--- src/dsw_pkg.sv ---
// ----------------------------------------------------------------------------
// dsw_pkg: shared types and constants of the dice sum way counter
// Item types, default sizes and the control structs that pass between the
// sequencer and the accumulate datapath.
// ----------------------------------------------------------------------------
package dsw_pkg;

  // Default sizes, handed to the top level parameters
  localparam int MaxDiceDef   = 64;
  localparam int MaxFacesDef  = 64;
  localparam int MaxTargetDef = 1023;

  // Field widths fixed by the item format
  localparam int DiceW   = 7;
  localparam int FacesW  = 7;
  localparam int TargetW = 10;
  localparam int WaysW   = 64;

  typedef struct packed {
    logic [DiceW-1:0]   dice;
    logic [FacesW-1:0]  faces;
    logic [TargetW-1:0] target;
  } dsw_in_t;

  typedef struct packed {
    logic [WaysW-1:0] ways;
    logic             overflow;
  } dsw_out_t;

  // Tag that travels with each row read, aligned with the memory read data
  typedef struct packed {
    logic vld;    // a term is being read
    logic first;  // first term of an entry
    logic last;   // last term of an entry
    logic zero;   // read address (entry minus term) is zero
    logic row1;   // first row: previous row is the unit row
    logic sel;    // which row memory is read
    logic fin;    // term belongs to the answer entry
  } dsw_tag_t;

  // Finished answer from the datapath
  typedef struct packed {
    logic             done;
    logic [WaysW-1:0] ways;
    logic             overflow;
  } dsw_res_t;

endpackage

--- src/dsw_acc.sv ---
// ----------------------------------------------------------------------------
// dsw_acc: saturating accumulate datapath
// Sums the previous row's terms for one entry, saturates at the maximum,
// writes the finished entry back and reports the answer entry.
// ----------------------------------------------------------------------------
module dsw_acc (
  input  logic                     clk_i,
  input  logic                     rst_ni,
  input  logic                     clr_i,
  input  dsw_pkg::dsw_tag_t        tag_i,
  input  logic [dsw_pkg::WaysW-1:0] rdata0_i,
  input  logic [dsw_pkg::WaysW-1:0] rdata1_i,
  output logic                     we0_o,
  output logic                     we1_o,
  output logic [dsw_pkg::WaysW-1:0] wdata_o,
  output dsw_pkg::dsw_res_t        res_o
);

  logic [dsw_pkg::WaysW-1:0] acc_q;
  logic                      ovf_q;
  logic [dsw_pkg::WaysW-1:0] ram_data;
  logic [dsw_pkg::WaysW-1:0] term;
  logic [dsw_pkg::WaysW-1:0] base;
  logic [dsw_pkg::WaysW:0]   sum;
  logic [dsw_pkg::WaysW-1:0] sat;

  // Term: unit row in the first row, zero at index zero, else the row memory
  always_comb begin
    ram_data = tag_i.sel ? rdata1_i : rdata0_i;
    if (tag_i.zero) begin
      term = dsw_pkg::WaysW'(tag_i.row1);
    end else if (tag_i.row1) begin
      term = '0;
    end else begin
      term = ram_data;
    end
    base = tag_i.first ? '0 : acc_q;
    sum  = {1'b0, base} + {1'b0, term};
    sat  = sum[dsw_pkg::WaysW] ? '1 : sum[dsw_pkg::WaysW-1:0];
  end

  // Hold the running sum and the sticky overflow
  always_ff @(posedge clk_i or negedge rst_ni) begin
    if (!rst_ni) begin
      acc_q <= '0;
      ovf_q <= 1'b0;
    end else begin
      if (clr_i) begin
        ovf_q <= 1'b0;
      end else if (tag_i.vld && sum[dsw_pkg::WaysW]) begin
        ovf_q <= 1'b1;
      end
      if (tag_i.vld) begin
        acc_q <= sat;
      end
    end
  end

  // Write the finished entry into the row memory not being read
  assign we0_o   = tag_i.vld && tag_i.last && tag_i.sel;
  assign we1_o   = tag_i.vld && tag_i.last && !tag_i.sel;
  assign wdata_o = sat;

  assign res_o.done     = tag_i.vld && tag_i.last && tag_i.fin;
  assign res_o.ways     = sat;
  assign res_o.overflow = ovf_q || sum[dsw_pkg::WaysW];

  a_one_write: assert property (@(posedge clk_i) disable iff (!rst_ni)
    !(we0_o && we1_o))
    else $error("both row memories written at once");

  a_ovf_sticky: assert property (@(posedge clk_i) disable iff (!rst_ni)
    ovf_q && !clr_i |=> ovf_q)
    else $error("overflow flag dropped within an item");

endmodule

--- config.mk ---
export PLATFORM = sky130hd
export DESIGN_NAME = dsw_acc
export DESIGN_NICKNAME = d
export VERILOG_FILES = /design/src/dsw_pkg.sv /design/src/dsw_acc.sv
export SDC_FILE = /design/constraint.sdc
export NUM_CORES = 1
export LEC_CHECK = 0
export ABC_AREA = 1
export BUFFER_PORTS_ARGS = -buffer_cell sky130_fd_sc_hd__clkbuf_2
export CAP_MARGIN = 10
export CELL_PAD_IN_SITES_DETAIL_PLACEMENT = 0
export CELL_PAD_IN_SITES_GLOBAL_PLACEMENT = 2
export CORE_MARGIN = 2
export CORE_UTILIZATION = 23
export CTS_CLUSTER_SIZE = 30
export DETAILED_ROUTE_END_ITERATION = 8
export PLACE_DENSITY = 0.7
export SYNTH_ARGS = -nofsm -noshare
export SYNTH_HDL_FRONTEND = slang
export SYNTH_SLANG_ARGS = --single-unit
--- constraint.sdc ---
create_clock -name clk_i -period 10.9 [get_ports clk_i]
set_input_delay 2.18 -clock clk_i [delete_from_list [all_inputs] [get_ports clk_i]]
set_output_delay 2.18 -clock clk_i [all_outputs]
set_load 0.01 [all_outputs]
==> impl_results.md <==
* Hold Crit Class: flop to flop
* Max Fanout on Critical Path at just over 40
* Min-Delay Endpoint: acc_q[38]
* Min Tclk post-route at 8.66 ns
* Number of distinct library cells after synthesis at 32
* Antenna violations before repair at 0
* Die Height at ~220 microns
* Routability cong. at ~0.94
* Number of synthesized register bits at 65
* Clock slew at the register clock pins of the worst setup and hold paths at ~0.05 ns
* Via count of the first global-routing pass at 12200
* Gate power share at 0.461
* Total clock buffers created by CTS at 9
* Ratio of total power to cell area at 99.2 mW/mm^2
* Netlist Area Pre-Place at 0.0109 sq mm
* Setup tns final at 0 ns
* Switching power total at 0.000529 W
* Largest net degree at the start of global routing at 66
* Initial core utilization at 0.233
* Leading cell types in the layout, fill and taps excluded: nand2_1 (769), inv_1 (408), nor2_1 (309), clkbuf_2 (267), o21ai_0 (99)
* Met1 Use GR at 0.253
* Max transition margin at 0.263
* Setup crit end kind: output pin
* Final non-filler cell total at about 2800
* Critical path data arrival time at 6.48 ns
* Lkg Pwr at 7.97 nW
* Depth of the most critical reg-to-reg path at 17
* Area of the die at 0.0491 sq mm
* Sequential cell fraction of total power at 0.241
* Worst slack after detailed placement at 2.05 ns
* Reg-to-Reg End: acc_q[2]
* FP Rows at 79
* Total detailed-routing wirelength at 49800 microns
* Layout-stage area growth over the synthesis result at 16.8%
* Final cycle utilization of the critical path at 0.795
* Post CTS Setup Buffer Count at 0
* Setup repair after global routing missed its margin: false
* Register-to-Register Setup Slack at just over 7 ns
* Violated checks: DRC
* Leading cell type in the layout, fill and taps excluded: nand2_1
* Latest clock arrival within the worst-skew pair at roughly 0.4 ns
* Fraction of power consumed by the clock network at 0.298
* GR Overflow Total at 0
* Detailed-router iteration count before antenna repair at 7
* Global-route met3 utilization at 0.0307
* Required arrival time at the worst endpoint at just under 9 ns
* Post-route DRC at 15
* Final ANT Viol Nets at 0
* Net count of the finished layout at ~2400
* Hold path cells at 2
* Measured slew at the worst slew-check pin at between 1 and 1.5 ns
* Top-Level Pins at 270
* Fraction of power spent switching nets at 0.420
* Final-report hold violation count at 0
* VDD IR max at 0.0760 mV
* Type of element launching the critical path: primary input
* Mean Syn Cell Area at 5.32 sq um
* Number of buffers on the longest clock path at 2
* Startpoint of the most critical setup path: tag_i[3]
* Diodes inserted at 0
* Detailed router's first-iteration violation count at ~650
* Placed cell count at approximately 2800
* Count of port buffers added during placement at 269
* Post-CTS Resized at 0
* Most used DFF post-synth: dfrtp_1
* H-tree level count at 3
* Gr usage total at 0.205
* Fin. max-slew vios at 0
* Proportion of synthesized flip-flops having asynchronous set or reset at 1.00
* Clock tree from TritonCTS: built
* CTS Hold Buffers Added at 0
* Yosys warning total at 0
* Maximum operating frequency at 0.115 GHz
* Internal power summed over all cells at 0.000732 W
* First-pass GRT wire length at 75100 microns
* Count of vias placed by the detailed router at 12100
* Total nets after synthesis at 2250
* Core area at approximately 0.047 sq mm
* Root buffer cell: clkbuf_16
* Result of the run: finished with violations
* Final setup viols at 0
* Clock Sinks at 65
* DIE WIDTH at 222 microns
* Grt peak-use layer: met2
* Ratio of cells with drive above 1 in the final layout at 0.154
* R2r startpoint: acc_q[0]
* Skew final at 0.0158 ns
* Met2 routing resource usage after global routing at 0.372
* Startpoint of the tightest hold check path: acc_q[38]
* Setup CP Type: primary input to output pin
* Final worst-path setup slack at 2.24 ns
* Routed via count divided by cell count at 4.25
* Count of flip-flops with a built-in enable after synthesis at 0
* Hpwl dp at 42100 microns
* Max-capacitance violation count at 0
* Post-Syn Instances at 2047
* Routed wire per std cell at around 18 microns
* Sequential-to-total area share from yosys stat at 0.149
-- area by class of cell --
cell class                      count  area, sq um
Clock buffer                       12          256
Fill cell                        5563        33900
Sequential cell                    65         1630
Inverter                          410         1540
Multi-Input combinational cell   1462         7000
Clock inverter                      4         98.8
Timing Repair Buffer              280         1430
Tap cell                          607          759
-- critical path, stage by stage --
cell      delay, ns
clkbuf_2       0.11
nor2_4         0.85
buf_4          0.33
o21ai_0        0.13
nor2_1         0.21
ha_1           0.31
nand2_1        0.14
nor2_1         0.11
nand2_1        0.23
nor2_1         0.13
nand2_2        0.09
nand2_2        0.11
a21oi_4        0.15
buf_4          0.64
o21ai_0        0.45
clkbuf_2       0.27
-- layer usage --
metal	share of wire	wire length, microns
met5	0	0
met1	0.45	22300
met2	0.50	24900
met4	0.021	1030
met3	0.031	1540
-- cell usage after synthesis, types with 2 or more instances --
library cell	instances	area (sq um)
nand2_1	769	2890
inv_1	409	1540
nor2_1	310	1160
o21ai_0	99	495
dfrtp_1	65	1630
buf_4	64	480
ha_1	64	801
nand3_1	60	300
a21oi_1	41	205
clkbuf_1	32	120
xnor2_1	30	263
nand3_4	25	438
nand4_1	19	119
nand2_2	14	87.6
nor3_1	8	40.0
buf_1	5	18.8
nor4_1	5	31.3
and2_1	3	18.8
and3_1	3	18.8
buf_12	3	60.1
buf_2	3	15.0
buf_6	3	33.8
nand2_4	3	33.8
a21oi_2	2	17.5
-- sequential cells by signal, summed over array words and instances (netlist names) --
register	count
acc_q	64
ovf_q	1
-- power groups by stage --
| stage | Clock [W] | Sequential, W | Combinational, W |
|---|---|---|---|
| detailed placement | 0 | 0.000308 | 0.000595 |
| global placement | 0 | 0.000308 | 0.000594 |
| CTS | 0.000395 | 0.000304 | 0.000598 |
| finish | 0.000376 | 0.000304 | 0.000582 |
| floorplan | 0 | 0.000304 | 0.000427 |
| global route | 0.000400 | 0.000310 | 0.000657 |
-- stage by stage --
| stage | util | total power [W] | hold slack [ns] | cell area, sq um |
|---|---|---|---|---|
| floorplan | - | 0.000731 | 0.449 | 10900 |
| global placement | 0.265 | 0.000902 | 0.462 | 12400 |
| detailed placement | 0.265 | 0.000904 | 0.465 | 12400 |
| CTS | 0.273 | 0.00130 | 0.482 | 12700 |
| global route | 0.273 | 0.00137 | 0.498 | 12700 |
| finish | 0.273 | 0.00126 | 0.478 | 12700 |
-- cells by family (layout without fill, tap and decap cells) --
logic type,Yosys count,in the layout,share of synthesized area
AOI/OAI and AO/OA,146,146,0.0693
xor gates and xnor gates,30,30,0.0241
adders and majority gates,65,65,0.0754
buffers and inverters,520,706,0.208
DFF,65,65,0.149
and+or+nand+nor,1221,1221,0.474
-- worst max path at each step --
stage | end | depth (start not counted) | slack, ns
after floorplan | wdata_o[57] | 19 | 3.76
after global placement | wdata_o[2] | 18 | 2.05
after detailed placement | wdata_o[2] | 18 | 2.05
after CTS | wdata_o[2] | 18 | 2.03
after global routing | wdata_o[2] | 18 | 1.81
final | wdata_o[2] | 16 | 2.24
Note: power is estimated with default switching activity, not from simulation.
