--- config.mk ---
export PLATFORM = sky130hd
export DESIGN_NAME = dsw_seq
export DESIGN_NICKNAME = d
export VERILOG_FILES = /design/src/dsw_pkg.sv /design/src/dsw_seq.sv
export SDC_FILE = /design/constraint.sdc
export NUM_CORES = 1
export LEC_CHECK = 0
export ABC_AREA = 0
export BUFFER_PORTS_ARGS = -buffer_cell sky130_fd_sc_hd__buf_4
export CAP_MARGIN = 40
export CORE_MARGIN = 1.5
export CORE_UTILIZATION = 53
export DETAILED_ROUTE_END_ITERATION = 16
export GPL_TIMING_DRIVEN = 0
export PLACE_DENSITY = 0.79
export SYNTH_ARGS = -nofsm -noshare
export SYNTH_HDL_FRONTEND = slang
export SYNTH_SLANG_ARGS = --single-unit
export TNS_END_PERCENT = 100
--- constraint.sdc ---
create_clock -name clk_i -period 3.6 [get_ports clk_i]
set_clock_uncertainty 0.15 [all_clocks]
set_input_delay 0.36 -clock clk_i [delete_from_list [all_inputs] [get_ports clk_i]]
set_output_delay 0.36 -clock clk_i [all_outputs]
set_load 0.1 [all_outputs]
--- src/dsw_pkg.sv ---
// ----------------------------------------------------------------------------
// dsw_pkg: shared types and constants of the dice sum way counter
// Item types, default sizes and the control structs that pass between the
// sequencer and the accumulate datapath.
// ----------------------------------------------------------------------------
package dsw_pkg;

  // Default sizes, handed to the top level parameters
  localparam int MaxDiceDef   = 64;
  localparam int MaxFacesDef  = 64;
  localparam int MaxTargetDef = 1023;

  // Field widths fixed by the item format
  localparam int DiceW   = 7;
  localparam int FacesW  = 7;
  localparam int TargetW = 10;
  localparam int WaysW   = 64;

  typedef struct packed {
    logic [DiceW-1:0]   dice;
    logic [FacesW-1:0]  faces;
    logic [TargetW-1:0] target;
  } dsw_in_t;

  typedef struct packed {
    logic [WaysW-1:0] ways;
    logic             overflow;
  } dsw_out_t;

  // Tag that travels with each row read, aligned with the memory read data
  typedef struct packed {
    logic vld;    // a term is being read
    logic first;  // first term of an entry
    logic last;   // last term of an entry
    logic zero;   // read address (entry minus term) is zero
    logic row1;   // first row: previous row is the unit row
    logic sel;    // which row memory is read
    logic fin;    // term belongs to the answer entry
  } dsw_tag_t;

  // Finished answer from the datapath
  typedef struct packed {
    logic             done;
    logic [WaysW-1:0] ways;
    logic             overflow;
  } dsw_res_t;

endpackage

--- src/dsw_seq.sv ---
// ----------------------------------------------------------------------------
// dsw_seq: row, entry and term sequencer
// Takes an item, walks rows, entries and terms issuing one row memory read
// per cycle, and holds the answer in the output register.
// ----------------------------------------------------------------------------
module dsw_seq #(
  parameter int MaxDice   = dsw_pkg::MaxDiceDef,
  parameter int MaxFaces  = dsw_pkg::MaxFacesDef,
  parameter int MaxTarget = dsw_pkg::MaxTargetDef,
  localparam int AddrW = (MaxTarget + 1 > 1) ? $clog2(MaxTarget + 1) : 1
) (
  input  logic                 clk_i,
  input  logic                 rst_ni,
  input  logic                 in_valid_i,
  output logic                 in_ready_o,
  input  dsw_pkg::dsw_in_t     in_item_i,
  output logic                 out_valid_o,
  input  logic                 out_ready_i,
  output dsw_pkg::dsw_out_t    out_item_o,
  output logic                 clr_o,
  output logic [AddrW-1:0]     raddr_o,
  output logic [AddrW-1:0]     waddr_o,
  output dsw_pkg::dsw_tag_t    tag_o,
  input  dsw_pkg::dsw_res_t    res_i
);

  typedef enum logic [1:0] {ST_IDLE, ST_RUN, ST_WAIT, ST_DONE} state_e;

  state_e                       state_q;
  logic [dsw_pkg::DiceW-1:0]    dice_q;
  logic [dsw_pkg::FacesW-1:0]   faces_q;
  logic [AddrW-1:0]             tgt_q;
  logic [dsw_pkg::DiceW-1:0]    row_q;
  logic [AddrW-1:0]             s_q;
  logic [AddrW-1:0]             s_wr_q;
  logic [dsw_pkg::FacesW-1:0]   i_q;
  dsw_pkg::dsw_tag_t            tag_d;
  dsw_pkg::dsw_tag_t            tag_q;
  dsw_pkg::dsw_out_t            res_q;
  dsw_pkg::dsw_out_t            out_q;
  logic                         out_vld_q;
  logic                         out_load;
  logic [31:0]                  tgt_ext;
  logic [31:0]                  diff;
  logic                         in_bad;
  logic                         in_imm;
  logic                         in_one;

  // Decode the incoming item
  always_comb begin
    tgt_ext = 32'(in_item_i.target);
    in_bad  = (32'(in_item_i.dice) > 32'(MaxDice)) ||
              (32'(in_item_i.faces) > 32'(MaxFaces)) ||
              (tgt_ext > 32'(MaxTarget));
    in_one  = !in_bad && (in_item_i.dice == '0) && (in_item_i.target == '0);
    in_imm  = in_bad || (in_item_i.dice == '0) || (in_item_i.target == '0) ||
              (in_item_i.faces == '0);
  end

  // Build the read address and the tag of the term issued this cycle
  always_comb begin
    diff        = 32'(s_q) - 32'(i_q);
    raddr_o     = diff[AddrW-1:0];
    tag_d.vld   = (state_q == ST_RUN);
    tag_d.first = (i_q == dsw_pkg::FacesW'(1));
    tag_d.last  = (i_q == faces_q) || (32'(i_q) == 32'(s_q));
    tag_d.zero  = (32'(i_q) == 32'(s_q));
    tag_d.row1  = (row_q == dsw_pkg::DiceW'(1));
    tag_d.sel   = !row_q[0];
    tag_d.fin   = (row_q == dice_q) && (s_q == tgt_q);
  end

  // Load the output register once it is free or being taken
  assign out_load = (state_q == ST_DONE) && (!out_vld_q || out_ready_i);

  // Hold state, counters and the output register
  always_ff @(posedge clk_i or negedge rst_ni) begin
    if (!rst_ni) begin
      state_q   <= ST_IDLE;
      out_vld_q <= 1'b0;
      tag_q     <= '0;
    end else begin
      tag_q  <= tag_d;
      s_wr_q <= s_q;
      if (out_load) begin
        out_q     <= res_q;
        out_vld_q <= 1'b1;
      end else if (out_vld_q && out_ready_i) begin
        out_vld_q <= 1'b0;
      end
      unique case (state_q)
        ST_IDLE: begin
          if (in_valid_i) begin
            dice_q  <= in_item_i.dice;
            faces_q <= in_item_i.faces;
            tgt_q   <= tgt_ext[AddrW-1:0];
            row_q   <= dsw_pkg::DiceW'(1);
            s_q     <= AddrW'(1);
            i_q     <= dsw_pkg::FacesW'(1);
            if (in_imm) begin
              res_q.ways     <= dsw_pkg::WaysW'(in_one);
              res_q.overflow <= 1'b0;
              state_q        <= ST_DONE;
            end else begin
              state_q <= ST_RUN;
            end
          end
        end
        ST_RUN: begin
          // Advance term, then entry, then row
          if (!tag_d.last) begin
            i_q <= i_q + dsw_pkg::FacesW'(1);
          end else begin
            i_q <= dsw_pkg::FacesW'(1);
            if (s_q != tgt_q) begin
              s_q <= s_q + AddrW'(1);
            end else begin
              s_q <= AddrW'(1);
              if (row_q == dice_q) begin
                state_q <= ST_WAIT;
              end else begin
                row_q <= row_q + dsw_pkg::DiceW'(1);
              end
            end
          end
        end
        ST_WAIT: begin
          // Catch the answer entry as it leaves the accumulator
          res_q.ways     <= res_i.ways;
          res_q.overflow <= res_i.overflow;
          state_q        <= ST_DONE;
        end
        ST_DONE: begin
          if (out_load) begin
            state_q <= ST_IDLE;
          end
        end
        default: begin
          state_q <= ST_IDLE;
        end
      endcase
    end
  end

  assign in_ready_o  = (state_q == ST_IDLE);
  assign clr_o       = in_valid_i && (state_q == ST_IDLE);
  assign out_valid_o = out_vld_q;
  assign out_item_o  = out_q;
  assign tag_o       = tag_q;
  assign waddr_o     = s_wr_q;

  a_tag_from_run: assert property (@(posedge clk_i) disable iff (!rst_ni)
    tag_q.vld |-> $past(state_q == ST_RUN))
    else $error("row read issued outside a computation");

  a_term_range: assert property (@(posedge clk_i) disable iff (!rst_ni)
    state_q == ST_RUN |-> (i_q != '0) && (i_q <= faces_q) &&
      (32'(i_q) <= 32'(s_q)) && (s_q <= tgt_q) && (s_q != '0))
    else $error("term or entry counter out of range");

  a_done_in_wait: assert property (@(posedge clk_i) disable iff (!rst_ni)
    res_i.done |-> state_q == ST_WAIT)
    else $error("answer entry finished at the wrong time");

endmodule

==> results.cfg, run 1 <==
[run_status]
outcome = complete, no violations

[clock_tree]
cts_buffers = 17
ctsHtreeMaxLevel = 4
cts_setup_buffers = 0
cts.reportedPaths.clkPinSlew_ns = 0.07
cts_tree = built
clock-sinks = 198
cts-root-buf = clkbuf_16
clk_latency_ns = 0.43
clockBufferDepth = 2

[global_route]
grt_use_total_pct = 20.6
antenna_found_initial = 0
grt_pass1_wl_um = 23100
grt_pass1_vias = 4602
grt_overflow_total = 0
grt_max_degree = 66

[power]
leakagePower_uw = 0.00406
combPwrFrac_pct = 38.9
p_sw_uw = 3560
ir_worst_vdd_mv = 0.733
total_power_uw = 8620
switching_share_pct = 41.3
clockPowerShare_pct = 21.6
p_per_area_mw_per_mm2 = 836
p_seq_share_pct = 39.6
internal_power_uw = 5060

[critical_path]
critical_path.startpoint_type = flip-flop
cp.arrival_ns = 2.85
cp_max_fo = 7
critPathRequiredTime_ns = 3.09
worstPathCellList = inv_1 -> ha_1 -> inv_1 -> fa_1 -> nand2_1 -> nand2_1 -> a21oi_1 -> o21bai_1 -> a21oi_1 -> xnor2_1 -> buf_4
cpMaxStageDelayCell = edfxtp_1
critPathKind = flip-flop to output pin
reg2reg_from = s_q[8]
critical_path.top_delay_family = adder cells
slowest_delay_ns = 0.51
cp-end-kind = output pin
reg2reg_depth = 6
path_buf_inv = 3
reg2reg_to = row_q[2]
regToRegSetupSlack_ns = 0.74

[yosys]
ys_ff_latch = 198
synth_warnings = 0
yosysSeqAreaShare_pct = 76.1
synth_cell_type_count = 43
synth_edf_count = 188
postSynthAreaPerCell_um2 = 16.3
synthArstFlopShare_pct = 5.05
netlist_area_mm2 = 0.00775
syn_inst = 476
ys.flop_type = edfxtp_1
syn-num-nets = 587

[placement]
place_hpwl_um = 10900
gp_congestion = 0.900
io_buffers = 187
place_area_mm2 = 0.00946

[floorplanning]
ios = 189
fp.coreArea_mm2 = 0.0144
row_count = 44
die_w_um = 124
die_h_um = 124
dieArea_mm2 = 0.0154
start_util_pct = 53.7

[cells_and_area]
final_area_mm2 = 0.0103
fill_cells = 953
drive_above_1_share_pct = 32.8
fin_nets = 822
syn_to_final_growth_pct = 33.0
final_cell_mix = edfxtp_1, buf_4, and2_1, nor2_1, xor2_1
antenna_cells = 0

[min_path]
worstHoldEndpoint = res_q[43]
whs_path_depth = 2
hp-class = primary input to flip-flop
min_from = res_i[43]

[detailed_routing]
wire_per_inst_um = 17.2
first_iter_violations = 379
vias = 4637
drt_pass1_iterations = 7
ant_nets = 0
wirelength_um = 15600
route.detailed.drc = 0
drt-vias-per-instance = 5.11

[run]
cap_violations = 0

[sta]
period_minus_slack_ns = 3.36
fin_setup_tns_ns = 0
fmax_mhz = 297
hold_viol_final = 0
finalSetupViolCount = 0
worst_pin_slew_ns = 0.909
slew_violations = 0
timing.slew.headroom_pct = 39.4
post-route-period-util_pct = 93.5
rsz0062_at_grt = no
-- metrics by stage --
| step | util [%] | cells | hold WS, ns | worst slack [ns] |
|---|---|---|---|---|
| 3_5_place_dp | 65.6 | 850 | 0.124 | 0.490 |
| 2_1_floorplan | - | 476 | -0.0856 | 0.136 |
| 4_1_cts | 71.3 | 906 | 0.0462 | 0.106 |
| 6_report | 71.5 | 907 | 0.0555 | 0.235 |
| 5_1_grt | 71.5 | 907 | 0.0498 | 0.0726 |
| 3_3_place_gp | 65.3 | 847 | 0.116 | 0.126 |
-- repair_timing --
item	CTS	global route
hold buffers	25	0
endpoints found under the hold margin	34	0
gates resized for setup	0	2
setup endpoints to repair	0	2
-- Yosys cell counts (3+ instances only) --
cell type,count,area [µm²]
a21o_1,3,22.5
a21oi_1,4,20.0
and2_1,65,407
and3_1,8,50.1
buf_6,4,45.0
clkbuf_1,6,22.5
dfrtp_1,10,250
edfxtp_1,188,5650
ha_1,16,200
inv_1,19,71.3
nand2_1,12,45.0
nand3_1,10,50.1
nand4_1,3,18.8
nor2_1,33,124
nor3_1,4,20.0
nor4_1,9,56.3
o21ai_0,4,20.0
xnor2_1,21,184
xor2_1,30,263
-- power by group through the flow --
stage	clock (µW)	combinational [µW]	sequential, µW
global placement	0	3230	3440
detailed placement	0	3320	3460
global route	1970	3540	3450
finish	1860	3350	3410
floorplan	0	1550	4440
CTS	1880	3360	3410
-- state kept, by name, indices dropped and copies added, names as in the netlist, 10 cells and up --
signal and count:
waddr_o 10, s_q 10, out_item_o 65, res_q 65, tgt_q 10
-- kinds of logic (layout without fill, tap and decap cells) --
family	Yosys count	in the layout	synth area share (%)
muxes	2	2	0.258
xor gates and xnor gates	51	51	5.76
adders and majority gates	17	17	2.84
and+or+nand+nor	156	156	11.2
buffers and inverters	30	277	1.84
DFF	198	198	76.1
AOI/OAI and AO/OA	22	22	2.05
-- worst max path at each step --
stage                          endpoint        from  slack [ns]  cells past startpoint
final                        raddr_o[6]      s_q[0]        0.24                     11
after global routing         raddr_o[6]      s_q[0]        0.07                     11
after CTS                    raddr_o[7]      i_q[1]        0.11                      9
after detailed placement         s_q[7]      s_q[6]        0.49                      8
after global placement    out_item_o[8]      rst_ni        0.13                      2
after floorplan                row_q[0]  state_q[0]        0.14                      5
-- cell type report --
class	count	area, µm²	area share, %
Sequential cell	198	5900	57.2
Buffer	10	67.6	0.655
Tap cell	184	230	2.23
Timing Repair Buffer	216	1700	16.5
Multi-Input combinational cell	248	1760	17.1
Clock inverter	12	148	1.43
Clock buffer	19	433	4.20
Inverter	20	75.1	0.728
-- layer usage --
layer  global-route usage, %  vias to the layer above  wire length, µm
li1                        -                     2180                -
met1                    24.8                     2252             6030
met2                    35.4                      167             8330
met3                    5.08                       38              863
met4                    9.16                        0              378
met5                       0                        -                0
(Power assumes the default switching activity.)
==> run 2, diff against run 1 <==
Settings changed: BUFFER_PORTS_ARGS -buffer_cell sky130_fd_sc_hd__buf_4 to -buffer_cell sky130_fd_sc_hd__buf_2, CORE_ASPECT_RATIO set to 2.
==> results.cfg, run 2 (synthesized netlist as in run 1, its figures left out) <==
[run_status]
outcome = complete, no violations

[cells_and_area]
multi_input_area_mm2 = 0.00176
fill_cells = 997
drive_above_1_share_pct = 33.2
regArea_mm2 = 0.00590
fin_nets = 821
syn_to_final_growth_pct = 27.4
final_cell_mix = edfxtp_1, buf_2, and2_1, nor2_1, xor2_1
final_area_mm2 = 0.00987
final_common_cell = edfxtp_1

[sta]
worst_pin_slew_ns = 0.904
post-route-period-util_pct = 94.9
hold_viol_final = 0
hold_slack_ns = 0.0698
finalSetupViolCount = 0
timing.slew.headroom_pct = 39.7
fin_setup_tns_ns = 0
period_minus_slack_ns = 3.41
rsz0062_at_grt = no
fmax_mhz = 293
slew_violations = 0

[clock_tree]
cts_setup_buffers = 0
cts-root-buf = clkbuf_16
clock-sinks = 198
cts_tree = built
cts_buffers = 17
ctsHtreeMaxLevel = 4
cts.reportedPaths.clkPinSlew_ns = 0.07
clk_latency_ns = 0.43
clockBufferDepth = 2

[power]
switching_share_pct = 41.7
combPwrFrac_pct = 37.6
leakagePower_uw = 0.00393
p_seq_share_pct = 40.1
internal_power_uw = 4950
clockPowerShare_pct = 22.3
p_per_area_mw_per_mm2 = 859
p_sw_uw = 3530
ir_worst_vdd_mv = 0.676

[critical_path]
slowest_delay_ns = 0.52
regToRegSetupSlack_ns = 0.51
worstPathCellList = inv_1 -> ha_1 -> inv_1 -> fa_1 -> nand2_1 -> nand2_1 -> a21oi_1 -> o21bai_1 -> a21oi_1 -> xnor2_1 -> clkbuf_4
cp-end-kind = output pin
reg2reg_to = s_q[6]
critical_path.startpoint_type = flip-flop
crit_end = raddr_o[6]
critPathKind = flip-flop to output pin
cp.arrival_ns = 2.90
critPathRequiredTime_ns = 3.09
reg2reg_depth = 8
critPathLaunch = s_q[0]
reg2reg_from = s_q[6]
cpMaxStageDelayCell = edfxtp_1
cp_max_fo = 7

[min_path]
hp-class = primary input to flip-flop
whs_path_depth = 2

[placement]
place_area_mm2 = 0.00900
place_hpwl_um = 11300
gp_congestion = 0.795
io_buffers = 187

[global_route]
grt_pass1_vias = 4867
grt_use_total_pct = 20.9
grt_overflow_total = 0
grt_max_degree = 66
grt_pass1_wl_um = 23500
antenna_found_initial = 1

[detailed_routing]
first_iter_violations = 116
drt-vias-per-instance = 5.06
wirelength_um = 15400
vias = 4632
ant_nets = 0
route.detailed.drc = 0
wire_per_inst_um = 16.8
drt_pass1_iterations = 4

[floorplanning]
ios = 189
die_w_um = 88.5
fp.coreArea_mm2 = 0.0144
die_h_um = 174
row_count = 62
start_util_pct = 54.0
dieArea_mm2 = 0.0154

[run]
cap_violations = 0
-- run 2: cell count changes in the layout (fill, tap and decap cells not counted), sizes merged --
cell,delta
clkbuf,+1
clkinv,+1
buf,-2
diode,+1
clkinvlp,-2
inv,+2
-- run 2: power groups by stage --
stage | registers (µW) | clock network, µW | logic, µW
final | 3400 | 1890 | 3190
after global routing | 3440 | 2010 | 3370
after CTS | 3400 | 1920 | 3200
after detailed placement | 3450 | 0 | 3160
after global placement | 3430 | 0 | 3060
after floorplan | 4440 | 0 | 1550
-- run 2: area by class of cell --
type	count	area share (%)
diodes	1	0.0254
plain buffers	10	0.684
clock buffers	19	4.59
clock inverters	13	1.47
inverters	20	0.761
multi-input cells	248	17.8
flip-flops and latches	198	59.7
well taps	192	2.43
repair buffers	215	12.5
-- run 2: worst max-delay path, delay by kind of cell (launching register included) --
kind / cells / cell delay [ns]
xor gates and xnor gates: 1 / 0.15
buffers and inverters: 3 / 0.56
DFF: 1 / 0.52
AOI/OAI and AO/OA: 3 / 0.55
and+or+nand+nor: 2 / 0.14
adders and majority gates: 2 / 0.57
-- run 2: routing by layer --
metal,vias up,global-route usage [%],wire [µm]
met5,-,0,0
met4,0,9.11,359
met3,27,5.37,713
met2,188,40.5,9310
met1,2241,19.2,5010
li1,2176,-,-
-- run 2: timing repair --
| action | in CTS | in global routing |
|---|---|---|
| pin swaps | 0 | 0 |
| setup endpoints to repair | 2 | 3 |
| resized for setup | 2 | 4 |
| endpoints found under the hold margin | 33 | 1 |
| hold buffers | 24 | 1 |
| gates cloned | 0 | 0 |
-- run 2: worst min-delay path by stage --
stage,startpoint,endpoint,slack (ns)
CTS,in_item_i[16],faces_q[6],0.003
finish,res_i[19],res_q[19],0.07
global route,res_i[15],res_q[15],0.04
floorplan,rst_ni,out_valid_o,-0.09
detailed placement,rst_ni,tag_o[2],0.23
global placement,rst_ni,tag_o[2],0.23
-- run 2: per-stage QoR --
stage | utilization, % | setup slack (ns) | cells | total power (µW)
after floorplan | - | 0.136 | 476 | 5990
after global placement | 62.4 | 0.0285 | 855 | 6490
after detailed placement | 62.7 | 0.356 | 858 | 6610
after CTS | 68.6 | 0.0191 | 914 | 8520
after global routing | 68.8 | 0.0379 | 916 | 8830
final | 68.8 | 0.185 | 916 | 8480
==> run 3, diff against run 2 <==
Settings changed: CORE_UTILIZATION 53 to 50, PLACE_DENSITY 0.79 to 0.75.
==> results.cfg, run 3 (synthesized netlist as in run 1, its figures left out) <==
[run_status]
outcome = complete, no violations

[cells_and_area]
drive_above_1_share_pct = 33.1
final_common_cell = edfxtp_1
final_cell_mix = edfxtp_1, buf_2, and2_1, nor2_1, xor2_1
syn_to_final_growth_pct = 27.0
final_area_mm2 = 0.00984
fin_nets = 820
fill_cells = 1110

[critical_path]
cpMaxStageDelayCell = edfxtp_1
critPathKind = flip-flop to output pin
critPathRequiredTime_ns = 3.09
critical_path.startpoint_type = flip-flop
regToRegSetupSlack_ns = 0.52
slowest_delay_ns = 0.57
cp.arrival_ns = 2.96
worstPathCellList = ha_1 -> nor2b_1 -> o21ai_0 -> a21boi_1 -> o21a_1 -> o41ai_2 -> xor2_2 -> clkbuf_4
cp_max_fo = 7
cp-end-kind = output pin

[power]
p_seq_share_pct = 40.6
total_power_uw = 8380
p_per_area_mw_per_mm2 = 852
clockPowerShare_pct = 21.4
combPwrFrac_pct = 38.0
switching_share_pct = 42.5
ir_worst_vdd_mv = 0.594
p_sw_uw = 3560
internal_power_uw = 4820
leakagePower_uw = 0.00390

[placement]
io_buffers = 187
place_hpwl_um = 11000
place_area_mm2 = 0.00900
gp_congestion = 0.839

[clock_tree]
ctsHtreeMaxLevel = 4
cts_buffers = 17
clk_latency_ns = 0.43
cts.reportedPaths.clkPinSlew_ns = 0.08
clockBufferDepth = 2
cts_tree = built
cts-root-buf = clkbuf_16
cts_setup_buffers = 0
clock-sinks = 198

[global_route]
grt_use_total_pct = 19.3
use_met2_pct = 36.5
grt_pass1_vias = 4695
antenna_found_initial = 1
grt_util_met1_pct = 19.7
grt_pass1_wl_um = 23200
grt_max_degree = 66
grt_overflow_total = 0
busiest_layer = met2
use_met3_pct = 4.03

[detailed_routing]
vias = 4600
wire_per_inst_um = 16.9
drt_pass1_iterations = 6
route.detailed.drc = 0
drt-vias-per-instance = 4.99
first_iter_violations = 129
ant_nets = 0
wirelength_um = 15600

[sta]
rsz0062_at_grt = yes
timing.slew.headroom_pct = 41.2
fmax_mhz = 288
slew_violations = 0
finalSetupViolCount = 0
post-route-period-util_pct = 96.4
worst_pin_slew_ns = 0.881
period_minus_slack_ns = 3.47
hold_viol_final = 0

[floorplanning]
ios = 189
fp.coreArea_mm2 = 0.0152
dieArea_mm2 = 0.0163
die_h_um = 179
die_w_um = 91.0
start_util_pct = 50.9
row_count = 64

[min_path]
hp-class = primary input to flip-flop

[run]
cap_violations = 0
## run 3: cell types whose count changed in the layout (fill, tap and decap cells not counted), moves of 2 or more
cell	previous run	this run
clkbuf_8	2	0
bufinv_16	2	0
clkinv_4	1	4
clkinv_2	3	1
## run 3: power groups by stage
| stage | clock, µW | sequential [µW] | combinational (µW) |
|---|---|---|---|
| 6_report | 1790 | 3400 | 3190 |
| 3_3_place_gp | 0 | 3440 | 3070 |
| 2_1_floorplan | 0 | 4440 | 1550 |
| 3_5_place_dp | 0 | 3450 | 3150 |
| 5_1_grt | 1900 | 3440 | 3360 |
| 4_1_cts | 1820 | 3410 | 3200 |
## run 3: critical path: cells and delay by family, from the launching register on
kind            cells  cell delay (ns)
compound gates      4             0.92
xor+xnor            1             0.17
flops               1             0.57
simple gates        1             0.13
buf+inv             1             0.35
fa+ha+maj           1             0.38
## run 3: routing by layer
layer  vias up  wire length (µm)
li1       2180                 -
met1      2221              5500
met2       169              8920
met3        30               683
met4         0               451
met5         -                 0
## run 3: final timing paths
kind | startpoint | to | cells after the start
max | s_q[1] | raddr_o[9] | 8
min | in_item_i[16] | faces_q[6] | 1
max reg2reg | s_q[6] | s_q[2] | 8
min reg2reg | res_q[34] | out_item_o[34] | 0
max in group asynchronous | rst_ni | tag_o[5] | 2
min in group asynchronous | rst_ni | tag_o[2] | 2
## run 3: through the flow
step | hold slack, ns | util, % | TNS [ns] | std cells | worst slack [ns]
2_1_floorplan | -0.0856 | - | 0 | 476 | 0.136
3_3_place_gp | 0.227 | 58.9 | 0 | 861 | 0.0165
3_5_place_dp | 0.239 | 59.2 | 0 | 864 | 0.324
4_1_cts | 0.00114 | 64.5 | 0 | 920 | 0.0400
5_1_grt | 0.00327 | 64.6 | -0.00654 | 921 | -0.00437
6_report | 0.0198 | 64.7 | 0 | 922 | 0.131
## run 3: layout make-up
type                            instances  area (µm²)  area share (%)
Sequential cell                       198        5900            59.9
Multi-Input combinational cell        248        1760            17.9
Timing Repair Buffer                  214        1220            12.4
Clock buffer                           19         454            4.62
Tap cell                              198         248            2.52
Clock inverter                         13         111            1.13
Inverter                               20        75.1           0.763
Buffer                                 10        67.6           0.687
Antenna cell                            2        5.00          0.0509
## run 3: timing repair
item,in CTS,in global routing
gates resized for setup,2,4
gates cloned,0,0
endpoints found under the hold margin,33,0
setup endpoints to repair,2,3
pin swaps,0,0
hold buffers,24,0
